**src/rtl/core/aabb_collision_query_table_assert.svh**
```systemverilog
// Assertion macros used by the collision table top level.
`ifndef AABB_COLLISION_QUERY_TABLE_ASSERT_SVH
`define AABB_COLLISION_QUERY_TABLE_ASSERT_SVH
`ifndef SYNTH
`define ACQT_ASSERT(lbl, prop) \
  lbl: assert property (@(posedge clk_i) disable iff (!rst_ni) prop) \
    else $error("assertion failed");
`define ACQT_NEVER(lbl, expr) `ACQT_ASSERT(lbl, !(expr))
`else
`define ACQT_ASSERT(lbl, prop)
`define ACQT_NEVER(lbl, expr)
`endif
`endif

```
**src/rtl/core/acqt_pkg.sv**
```systemverilog
`timescale 1ns / 1ps
// ---------------------------------------------------------------------------
// acqt_pkg
// Types and constants shared by the box table chain and its top level.
// ---------------------------------------------------------------------------
package acqt_pkg;

  localparam int unsigned MAX_ENTRIES_DEF = 64;
  localparam int unsigned SLOT_W = 6;
  localparam int unsigned PEN_W  = 16;
  localparam int unsigned ARITH_W = 20;

  typedef enum logic [1:0] {
    OP_APPEND = 2'd0,
    OP_UPDATE = 2'd1,
    OP_QUERY  = 2'd2,
    OP_NOP    = 2'd3
  } op_e;

  typedef enum logic [2:0] {
    SIDE_NONE   = 3'd0,
    SIDE_BOTTOM = 3'd1,
    SIDE_TOP    = 3'd2,
    SIDE_LEFT   = 3'd3,
    SIDE_RIGHT  = 3'd4
  } side_e;

  typedef struct packed {
    logic [15:0] cx;
    logic [15:0] cy;
    logic [13:0] hw;
    logic [13:0] hh;
  } box_t;

  typedef struct packed {
    logic              hit;
    logic [SLOT_W-1:0] other_slot;
    side_e             side;
    logic [PEN_W-1:0]  pen;
    logic              resolve;
    logic              bounce;
    logic              full;
  } result_t;

  typedef struct packed {
    logic              active;
    logic              q_sim;
    logic [SLOT_W-1:0] slot;
    box_t              box;
    result_t           res;
  } token_t;

  typedef struct packed {
    logic valid;
    box_t box;
    logic removed;
    logic sim;
    logic fixed;
  } wr_t;

endpackage

```
**src/rtl/core/acqt_cell.sv**
```systemverilog
`timescale 1ns / 1ps
// ---------------------------------------------------------------------------
// acqt_cell
// One table slot: holds a box and its flags, tests the passing query token.
// ---------------------------------------------------------------------------
module acqt_cell #(
  parameter int unsigned MaxEntries = acqt_pkg::MAX_ENTRIES_DEF,
  parameter int unsigned Idx        = 0
) (
  input  logic                          clk_i,
  input  logic                          rst_ni,
  input  acqt_pkg::wr_t                 wr_i,
  input  logic [$clog2(MaxEntries)-1:0] wr_idx_i,
  input  logic                          tok_valid_i,
  input  acqt_pkg::token_t              tok_i,
  output logic                          tok_valid_o,
  output acqt_pkg::token_t              tok_o
);
  localparam int unsigned IdxW = $clog2(MaxEntries);
  localparam int unsigned AW   = acqt_pkg::ARITH_W;

  acqt_pkg::box_t   geo_q;
  logic             present_q, removed_q, sim_q, fixed_q;
  logic             valid_q;
  acqt_pkg::token_t tok_q, tok_d;

  logic signed [AW-1:0] qcx, qcy, qhw, qhh, ecx, ecy, ehw, ehh;
  logic signed [AW-1:0] ql, qr, qt, qb, el, er, et, eb, px, py, pen;
  logic                 x_lt, y_lt, overlap, skip, hit, use_x, both_sim;
  logic                 wr_hit;

  assign wr_hit = wr_i.valid && (wr_idx_i == IdxW'(Idx));

  always_ff @(posedge clk_i or negedge rst_ni) begin
    if (!rst_ni) begin
      present_q <= 1'b0;
      removed_q <= 1'b0;
      sim_q     <= 1'b0;
      fixed_q   <= 1'b0;
    end else if (wr_hit) begin
      present_q <= 1'b1;
      removed_q <= wr_i.removed;
      sim_q     <= wr_i.sim;
      fixed_q   <= wr_i.fixed;
    end
  end

  always_ff @(posedge clk_i) begin
    if (wr_hit) begin
      geo_q <= wr_i.box;
    end
  end

  always_comb begin
    qcx = AW'($signed(tok_i.box.cx));
    qcy = AW'($signed(tok_i.box.cy));
    qhw = $signed(AW'(tok_i.box.hw));
    qhh = $signed(AW'(tok_i.box.hh));
    ecx = AW'($signed(geo_q.cx));
    ecy = AW'($signed(geo_q.cy));
    ehw = $signed(AW'(geo_q.hw));
    ehh = $signed(AW'(geo_q.hh));
    ql = qcx - qhw;
    qr = qcx + qhw;
    qt = qcy - qhh;
    qb = qcy + qhh;
    el = ecx - ehw;
    er = ecx + ehw;
    et = ecy - ehh;
    eb = ecy + ehh;
    overlap = !(ql > er || qr < el || qt > eb || qb < et);
    x_lt = qcx < ecx;
    y_lt = qcy < ecy;
    px = x_lt ? (qr - el) : (er - ql);
    py = y_lt ? (qb - et) : (eb - qt);
    use_x = px < py;
    pen = use_x ? px : py;
    skip = (Idx < 64) && (AW'(tok_i.slot) == AW'(Idx));
    hit = tok_i.active && !tok_i.res.hit && present_q && !removed_q && !skip && overlap;
    both_sim = tok_i.q_sim && sim_q;

    tok_d = tok_i;
    if (hit) begin
      tok_d.res.hit        = 1'b1;
      tok_d.res.other_slot = acqt_pkg::SLOT_W'(Idx);
      if (use_x) begin
        tok_d.res.side = x_lt ? acqt_pkg::SIDE_LEFT : acqt_pkg::SIDE_RIGHT;
      end else begin
        tok_d.res.side = y_lt ? acqt_pkg::SIDE_BOTTOM : acqt_pkg::SIDE_TOP;
      end
      if (pen < 0) begin
        tok_d.res.pen = '0;
      end else if (pen > $signed(AW'(65535))) begin
        tok_d.res.pen = '1;
      end else begin
        tok_d.res.pen = pen[acqt_pkg::PEN_W-1:0];
      end
      tok_d.res.resolve = both_sim;
      tok_d.res.bounce  = both_sim && !use_x && y_lt && !fixed_q;
    end
  end

  always_ff @(posedge clk_i or negedge rst_ni) begin
    if (!rst_ni) begin
      valid_q <= 1'b0;
    end else begin
      valid_q <= tok_valid_i;
    end
  end

  always_ff @(posedge clk_i) begin
    tok_q <= tok_d;
  end

  assign tok_valid_o = valid_q;
  assign tok_o       = tok_q;

endmodule

```
**config.mk**
```make
export PLATFORM = sky130hd
export DESIGN_NAME = acqt_cell
export DESIGN_NICKNAME = d
export VERILOG_FILES = /design/src/rtl/core/aabb_collision_query_table_assert.svh /design/src/rtl/core/acqt_pkg.sv /design/src/rtl/core/acqt_cell.sv
export SDC_FILE = /design/constraint.sdc
export NUM_CORES = 1
export LEC_CHECK = 0
export BUFFER_PORTS_ARGS = -buffer_cell sky130_fd_sc_hd__buf_2
export CAP_MARGIN = 20
export CORE_ASPECT_RATIO = 0.75
export CORE_UTILIZATION = 30
export DETAILED_ROUTE_END_ITERATION = 10
export PLACE_DENSITY = 0.46
export SLEW_MARGIN = 20
export SYNTH_ARGS = -nofsm -noshare
export SYNTH_HDL_FRONTEND = slang
export SYNTH_SLANG_ARGS = --single-unit
```
**constraint.sdc**
```tcl
create_clock -name clk_i -period 17.9 [get_ports clk_i]
set_clock_uncertainty 0.1 [all_clocks]
set_input_delay 1.79 -clock clk_i [delete_from_list [all_inputs] [get_ports clk_i]]
set_output_delay 1.79 -clock clk_i [all_outputs]
set_load 0.03 [all_outputs]
```
---- Word-level counts from Yosys, hierarchy flattened ----
Index checks and enable logic that the tools add are counted.
operators by class
  magnitude comparators ................... 9
  reduce and logical (&&, ||, !) cells .... 21
  mux-type cells .......................... 9
  add/sub/neg operators ................... 12
operators with widths
  operator              count
  $sub 17x17->18        4
  $add 16x15->17        4
  $sub 16x15->17        4
  $mux 20               3
  $gt 17x17->1          2
  $lt 17x17->1          2
  $lt 16x16->1          2
  $mux 16               2
  $mux 21               1
  $gt 20x17->1 const B  1
  $lt 20x1->1 const B   1
  $lt 20x20->1          1
  $logic_not 6->1       2
  $logic_and 1x1->1     10
  $logic_not 1->1       6
  $mux 3                2
  $logic_or 1x1->1      3
  $mux 2                1
storage, ports and cells
  output and inout port bits .............. 98
  register bits after elaboration ......... 162

---- Depth between registers and ports, before layout ----
Gate-level depths: netlist of the first run.
  depth after elaboration ................. 9
  mapped depth ............................ 34
  mapped depth without buffers ............ 32

---- Worst setup path before layout of the first run ----
OpenSTA, ideal clock, no wires.
  path kind ............................... input to register
  start point ............................. input tok_i[43] (netlist name)
  end point ............................... register tok_q, in the netlist tok_o[10]
  arrival ................................. 7.655 ns
  library setup time ...................... 0.087 ns
  setup slack ............................. 10.058 ns
  path buffers ............................ 2
  stages .................................. 32
  cells stage by stage .................... ha_1 inv_1 fa_1 o21bai_1 a21oi_1 o21bai_1 a21o_1 a21oi_1 o41ai_1 o41a_1 a21oi_1 o21bai_1 xor2_1 ha_1 o21a_1 o21ai_0 a31oi_1 or3b_1 o2111a_1 or4_4 inv_1 ha_1 nand2_1 nor3_1 a2111oi_2 a21oi_1 a31oi_1 buf_4 mux2i_2 nor2b_2 buf_6 nor4b_2
RTL lines
  item                    line              RTL
  start: declaration      acqt_cell.sv:15   input acqt_pkg::token_t tok_i,
  end signal: assignment  acqt_cell.sv:112  tok_q <= tok_d;
  end: declaration        acqt_cell.sv:25   acqt_pkg::token_t tok_q, tok_d;

==> results.txt, run 1 <==
----------------------------------------------------
[Synthesis]
  Share of async-settable or async-resettable flops after synthesis ... 3.09%
  Syn nets ... 2023
  Post-Synthesis Cell Area ... approximately 0.014 sq mm
  Count of different cell masters after synthesis ... a little over 80
  Total of warnings raised by yosys ... 0
  Number of synthesized flops with an enable pin ... 60
  Avg Synthesized Cell Area ... between 8 and 9 sq um
  Number of register bits inferred by synthesis ... 162
  Proportion of synthesized chip area in sequential cells ... 27.3%
  Most frequently used flop master after synthesis ... sky130_fd_sc_hd__dfxtp_1
  Post-synthesis instance total ... 1614

[Cells and area]
  Number of antenna cells inserted ... 0
  Commonest cells after routing, fill and taps aside ... sky130_fd_sc_hd__buf_2, sky130_fd_sc_hd__ha_1, sky130_fd_sc_hd__inv_1, sky130_fd_sc_hd__nor2_1, sky130_fd_sc_hd__a21oi_1
  Final core utilization ... 36.3%
  Layout cell share with drive strength beyond 1 ... 18.4%
  Signed area change from the synthesized netlist to the final layout ... 18.4%
  Number of fill cells in the layout ... 4887
  Nets ... 2283
  Most common cell after layout, fill and taps aside ... sky130_fd_sc_hd__buf_2

[Floorplanning]
  DIE WIDTH ... 253 um
  Area of the die ... 0.0482 sq mm
  Total core area ... approximately 0.046 sq mm
  Std cell rows ... 68
  Vertical die dimension ... 190 um
  Starting utilization of the core area ... 30.6%
  Top-Level Pins ... 268

[Worst setup path]
  Setup crit end kind ... flip-flop
  Required time of the critical path ... between 15000 and 20000 ps
  Standard cell with the maximum stage delay on the critical path ... sky130_fd_sc_hd__nor2b_2
  Total buffers and inverters traversed by the critical path ... 3
  Cell family with most CP delay ... compound AO/OA/AOI/OAI gates
  CP Launch Type ... input pin
  Category of the most critical setup path ... input pin to flip-flop
  Critical path peak fanout ... 20
  Crit path arrival time ... 9510 ps
  CP max stage delay ... 820 ps

[STA]
  Final slew viol count ... 0
  Setup repair after global routing missed its margin ... false
  Final setup fails ... 0
  Hold WS ... between 300 and 400 ps
  Slew at the pin closest to its max-slew limit ... 1010 ps
  Post-route fraction of the period consumed by the critical path ... 52.0%
  Final-report hold violation count ... 0
  Worst slew slack as a fraction of its limit ... 32.3%
  Final setup slack of the worst path ... 8590 ps
  Total negative slack for setup checks ... 0 ps
  Maximum clock rate ... approximately 0.11 GHz
  Final min period ... 9310 ps

[Worst hold path]
  Type of the most critical hold path ... flip-flop to flip-flop

[Clock network]
  CTS buffer count ... 17
  CTS clock-pin slew for the worst setup and hold paths ... ~70 ps
  Cells resized by post-CTS repair ... 0
  Hold bufs inserted after CTS ... 0
  Post CTS Setup Buffer Count ... 0
  TritonCTS clock tree ... done
  H-tree Lvls ... 4
  Worst skew pair latency ... 470 ps
  Clk buf depth ... 2
  Sink Count ... 162
  Root Buffer Master ... sky130_fd_sc_hd__clkbuf_16

[Power and ir drop]
  Maximum vdd ir drop ... 0.0770 mV
  Net switching power figure ... approximately 530 uW
  Reported leakage power ... approximately 0.0079 uW
  Post-layout power ... 1370 uW
  Internal power consumption ... around 840 uW
  Total power divided by cell area ... 81.6 mW/mm^2
  Combinational power share ... around 44%
  Net switching share of the total power ... about two fifths
  Proportion of power drawn by the clock network ... 27.2%
  Sequential Power Share ... 29.2%

[Placement]
  Port Buffer Count ... 267
  Detailed placer's ending HPWL ... 35000 um
  Pre-CTS setup slack ... 8110 ps
  Gpl congestion ... 0.851

[Drt]
  Detail-routed net length per standard cell ... 16.7 um
  Count of unresolved DRC violations after routing ... 0
  Vias after detailed routing ... 12000
  Ratio of routed vias to standard cells ... 4.76
  Drt pass-1 iters ... 5
  Post-detailed-routing wire length ... about 42000 um
  Initial drt markers ... 619
  Final ANT Viol Nets ... 0

[Run]
  Count of max-cap constraint violations ... 0

[GRT]
  Total global routing overflow ... 0
  Largest net degree at the start of global routing ... 61
  Vias in the first global route ... approximately 12000
  Busiest layer in global routing ... met1
  First-pass GRT wire length ... ~65000 um
  Met3 track demand over resource ... 2.96%
  Initial antenna violation count ... 2
  Tot GR Track Use ... 17.7%
  GR met1 Demand/Resource ... 26.7%
  Routing usage on met2 ... 25.6%

[Run status]
  Result of the run ... finished, final reports clean

----------------------------------------------------
[worst reg2reg max path: cells and delay by family, from the launching register on]
kind            cells  cell delay, ps
mux                 1             180
flops               1             430
buf+inv             2             210
compound gates     12            3740
fa+ha+maj           3             800
simple gates       10            2570
xor+xnor            1             230
[cells by family (layout without fill, tap and decap cells)]
logic type | Yosys count | after routing | share of synthesized area (%)
buffers and inverters | 216 | 489 | 5.96
multiplexers | 21 | 21 | 1.59
AND/OR/NAND/NOR | 407 | 407 | 14.6
AO/OA/AOI/OAI | 413 | 413 | 19.2
flip-flops | 162 | 162 | 27.3
adder cells (fa/ha/maj) | 239 | 239 | 21.7
XOR/XNOR | 156 | 156 | 9.63
[sequential cells by signal, summed over array words and instances, names as in the netlist]
name,flops
tok_o,97
tok_valid_o,1
ehh,14
removed_q,1
ecy,16
ecx,16
ehw,14
present_q,1
sim_q,1
fixed_q,1
[per-layer routing]
metal	wire length, um	vias to the layer above
met4	528	2
met5	13	-
met1	22700	5532
li1	-	6169
met2	17000	261
met3	1800	21
[area by class of cell]
| type | count | area (sq um) | share of cell area [%] |
|---|---|---|---|
| clock buffer | 22 | 508 | 3.02 |
| clock inverter | 10 | 66.3 | 0.395 |
| inverter | 186 | 698 | 4.16 |
| multi-input combinational | 1236 | 9500 | 56.6 |
| sequential | 162 | 3870 | 23.0 |
| tap | 630 | 788 | 4.69 |
| timing repair buffer | 271 | 1370 | 8.14 |
[worst paths after layout]
kind	depth (start not counted)	slack [ps]	start	to
min	2	380	fixed_q	fixed_q
max	30	8590	tok_i[73]	tok_o[6]
min reg2reg	2	380	fixed_q	fixed_q
min in group asynchronous	1	1040	rst_ni	removed_q
max in group asynchronous	1	16520	rst_ni	present_q
max reg2reg	29	9510	ehw[1]	tok_o[6]
[metrics by stage]
step | cells | area [sq um]
global placement | 2485 | 16200
detailed placement | 2485 | 16200
CTS | 2517 | 16800
floorplan | 1614 | 14200
global route | 2517 | 16800
finish | 2517 | 16800
[cells in the mapped netlist (all sizes together) (7+ instances only)]
cell type	number	area, sq um
ha	227	2840
inv	185	694
nor2	134	505
a21oi	123	616
xnor2	110	963
dfxtp	97	1940
o21ai	79	407
nand2	72	270
edfxtp	60	1800
xor2	46	403
a21o	40	300
nor2b	37	234
nor3	33	165
o21bai	33	248
nand2b	27	169
o21a	22	165
a31oi	21	146
clkbuf	21	78.8
nand3	21	105
and2	17	108
mux2i	15	158
a211oi	13	97.6
fa	12	240
and3	11	70.1
nor4	11	113
o211ai	10	75.1
or3	10	62.6
a2111oi	9	110
buf	9	68.8
a211o	8	70.1
nand4	8	50.1
a21boi	7	52.6
o41ai	7	61.3
or2	7	43.8
[power by group through the flow]
stage	registers, uW	clock network, uW	logic [uW]
finish	400	372	599
global route	401	402	668
CTS	400	391	596
detailed placement	409	0	590
global placement	409	0	590
floorplan	432	0	407
Note: power is estimated with default switching activity, not from simulation.
==> inputs of run 2 (changes only) <==
==> constraint.sdc (replaced) <==
create_clock -name clk_i -period 9.2 [get_ports clk_i]
set_clock_uncertainty 0.1 [all_clocks]
set_input_delay 0.92 -clock clk_i [delete_from_list [all_inputs] [get_ports clk_i]]
set_output_delay 0.92 -clock clk_i [all_outputs]
set_load 0.03 [all_outputs]
==> run 2 against run 1 <==
Effect of this change: combinational power grew 95%; die area did not move; non-clock buffer count is 2 higher; highest routed layer unchanged.
==> results.txt, run 2 (synthesis gave the netlist of run 1 again) <==
----------------------------------------------------
[Run status]
  Result of the run ... finished, final reports clean

[Placement]
  Port Buffer Count ... 267
  Pre-CTS setup slack ... ~890 ps
  Detailed placer's ending HPWL ... 35300 um
  Total cell area at the placement stage ... 0.0162 sq mm
  Gpl congestion ... 0.868

[Clock network]
  Worst skew pair latency ... approximately 480 ps
  TritonCTS clock tree ... done
  CTS buffer count ... 17
  Root Buffer Master ... sky130_fd_sc_hd__clkbuf_16
  CTS clock-pin slew for the worst setup and hold paths ... 70 ps
  Hold bufs inserted after CTS ... 0
  Clk buf depth ... 2
  Sink Count ... 162
  H-tree Lvls ... 4
  Cells resized by post-CTS repair ... 0
  Post CTS Setup Buffer Count ... 0

[Cells and area]
  Layout cell share with drive strength beyond 1 ... 18.5%
  Signed area change from the synthesized netlist to the final layout ... 18.3%
  Number of antenna cells inserted ... 0
  Number of flip-flops in the largest register ... 97
  Commonest cells after routing, fill and taps aside ... sky130_fd_sc_hd__buf_2, sky130_fd_sc_hd__ha_1, sky130_fd_sc_hd__inv_1, sky130_fd_sc_hd__nor2_1, sky130_fd_sc_hd__a21oi_1
  Most common cell after layout, fill and taps aside ... sky130_fd_sc_hd__buf_2
  Post-route cell area ... 0.0168 sq mm
  Nets ... 2285

[Worst setup path]
  Internal reg-to-reg setup slack ... 1510 ps
  Required time of the critical path ... 9420 ps
  CP max stage delay ... 810 ps
  Standard cell with the maximum stage delay on the critical path ... sky130_fd_sc_hd__nor2b_2
  Category of the most critical setup path ... input pin to flip-flop
  CP Launch Type ... input pin
  Critical path peak fanout ... 14
  Cell family with most CP delay ... compound AO/OA/AOI/OAI gates
  Setup crit end kind ... flip-flop
  Total buffers and inverters traversed by the critical path ... 3
  Crit path arrival time ... slightly above 8000 ps

[STA]
  Final min period ... 7910 ps
  Worst slew slack as a fraction of its limit ... 32.1%
  Final-report hold violation count ... 0
  Slew at the pin closest to its max-slew limit ... 1010 ps
  Maximum clock rate ... 0.126 GHz
  Final setup slack of the worst path ... ~1300 ps
  Setup repair after global routing missed its margin ... false
  Total negative slack for setup checks ... 0 ps
  Hold WS ... around 160 ps
  Final slew viol count ... 0
  Final setup fails ... 0
  Post-route fraction of the period consumed by the critical path ... between 80% and 90%

[GRT]
  Vias in the first global route ... 11400
  First-pass GRT wire length ... between 60000 and 70000 um
  GR met1 Demand/Resource ... 27.4%
  Met3 track demand over resource ... 3.56%
  Largest net degree at the start of global routing ... around 60
  Routing usage on met2 ... 25.1%
  Tot GR Track Use ... 17.8%
  Initial antenna violation count ... 2
  Busiest layer in global routing ... met1
  Total global routing overflow ... 0

[Power and ir drop]
  Internal power consumption ... 1610 uW
  Total power divided by cell area ... 158 mW/mm^2
  Net switching power figure ... ~1000 uW
  Sequential Power Share ... ~30%
  Maximum vdd ir drop ... around 0.16 mV
  Proportion of power drawn by the clock network ... 26.8%
  Combinational power share ... 43.9%
  Reported leakage power ... between 0.007 and 0.008 uW
  Net switching share of the total power ... between 30% and 40%

[Drt]
  Final ANT Viol Nets ... 0
  Count of unresolved DRC violations after routing ... 0
  Vias after detailed routing ... 12000
  Post-detailed-routing wire length ... 42400 um
  Detail-routed net length per standard cell ... 16.8 um
  Drt pass-1 iters ... 5
  Ratio of routed vias to standard cells ... 4.78
  Initial drt markers ... around 690

[Floorplanning]
  Top-Level Pins ... 268
  Area of the die ... 0.0482 sq mm
  Vertical die dimension ... approximately 190 um
  Total core area ... 0.0463 sq mm
  Std cell rows ... 68
  Starting utilization of the core area ... between 30% and 40%
  DIE WIDTH ... approximately 250 um

[Worst hold path]
  Type of the most critical hold path ... input pin to async pin

[Run]
  Count of max-cap constraint violations ... 0

----------------------------------------------------
==> run 2: final cells by class <==
type                            count  area, sq um
Fill cell                        4914        29500
Clock inverter                     12         93.8
Timing Repair Buffer              273         1380
Inverter                          186          698
Tap cell                          630          788
Multi-Input combinational cell   1236         9490
Clock buffer                       20          458
Sequential cell                   162         3870
==> run 2: power by group through the flow <==
stage          logic, uW  registers [uW]  clock network (uW)
4_1_cts             1170             780                 743
2_1_floorplan        793             841                   0
3_5_place_dp        1160             796                   0
5_1_grt             1300             782                 773
6_report            1170             779                 711
3_3_place_gp        1150             796                   0
==> run 2: worst paths after layout <==
path                       startpoint           to  cells past startpoint
min reg2reg                   fixed_q      fixed_q                      2
max in group asynchronous      rst_ni    present_q                      1
min in group clk_i            fixed_q      fixed_q                      2
min                            rst_ni  tok_valid_o                      1
max reg2reg                    ecy[2]    tok_o[16]                     26
max                         tok_i[73]    tok_o[16]                     30
==> run 2: metal layers <==
metal	up-vias	part of all wire, %
li1	6168	-
met1	5571	54
met2	277	40
met3	25	5.1
met4	2	1.1
met5	-	0.031
==> run 2: per-stage QoR <==
step           power, uW  utilization, %  cells
6_report            2660            36.3   2519
2_1_floorplan       1630               -   1614
4_1_cts             2690            36.3   2519
3_3_place_gp        1940            35.1   2487
3_5_place_dp        1950            35.1   2487
5_1_grt             2860            36.3   2519
==> run 2: worst register-to-register path, delay by kind of cell (launching register included) <==
family                     cells  cell delay [ps]
adders and majority gates      3             1070
muxes                          1              130
xor gates and xnor gates       1              230
and+or+nand+nor                6             1670
AOI/OAI and AO/OA             15             3930
DFF                            1              420
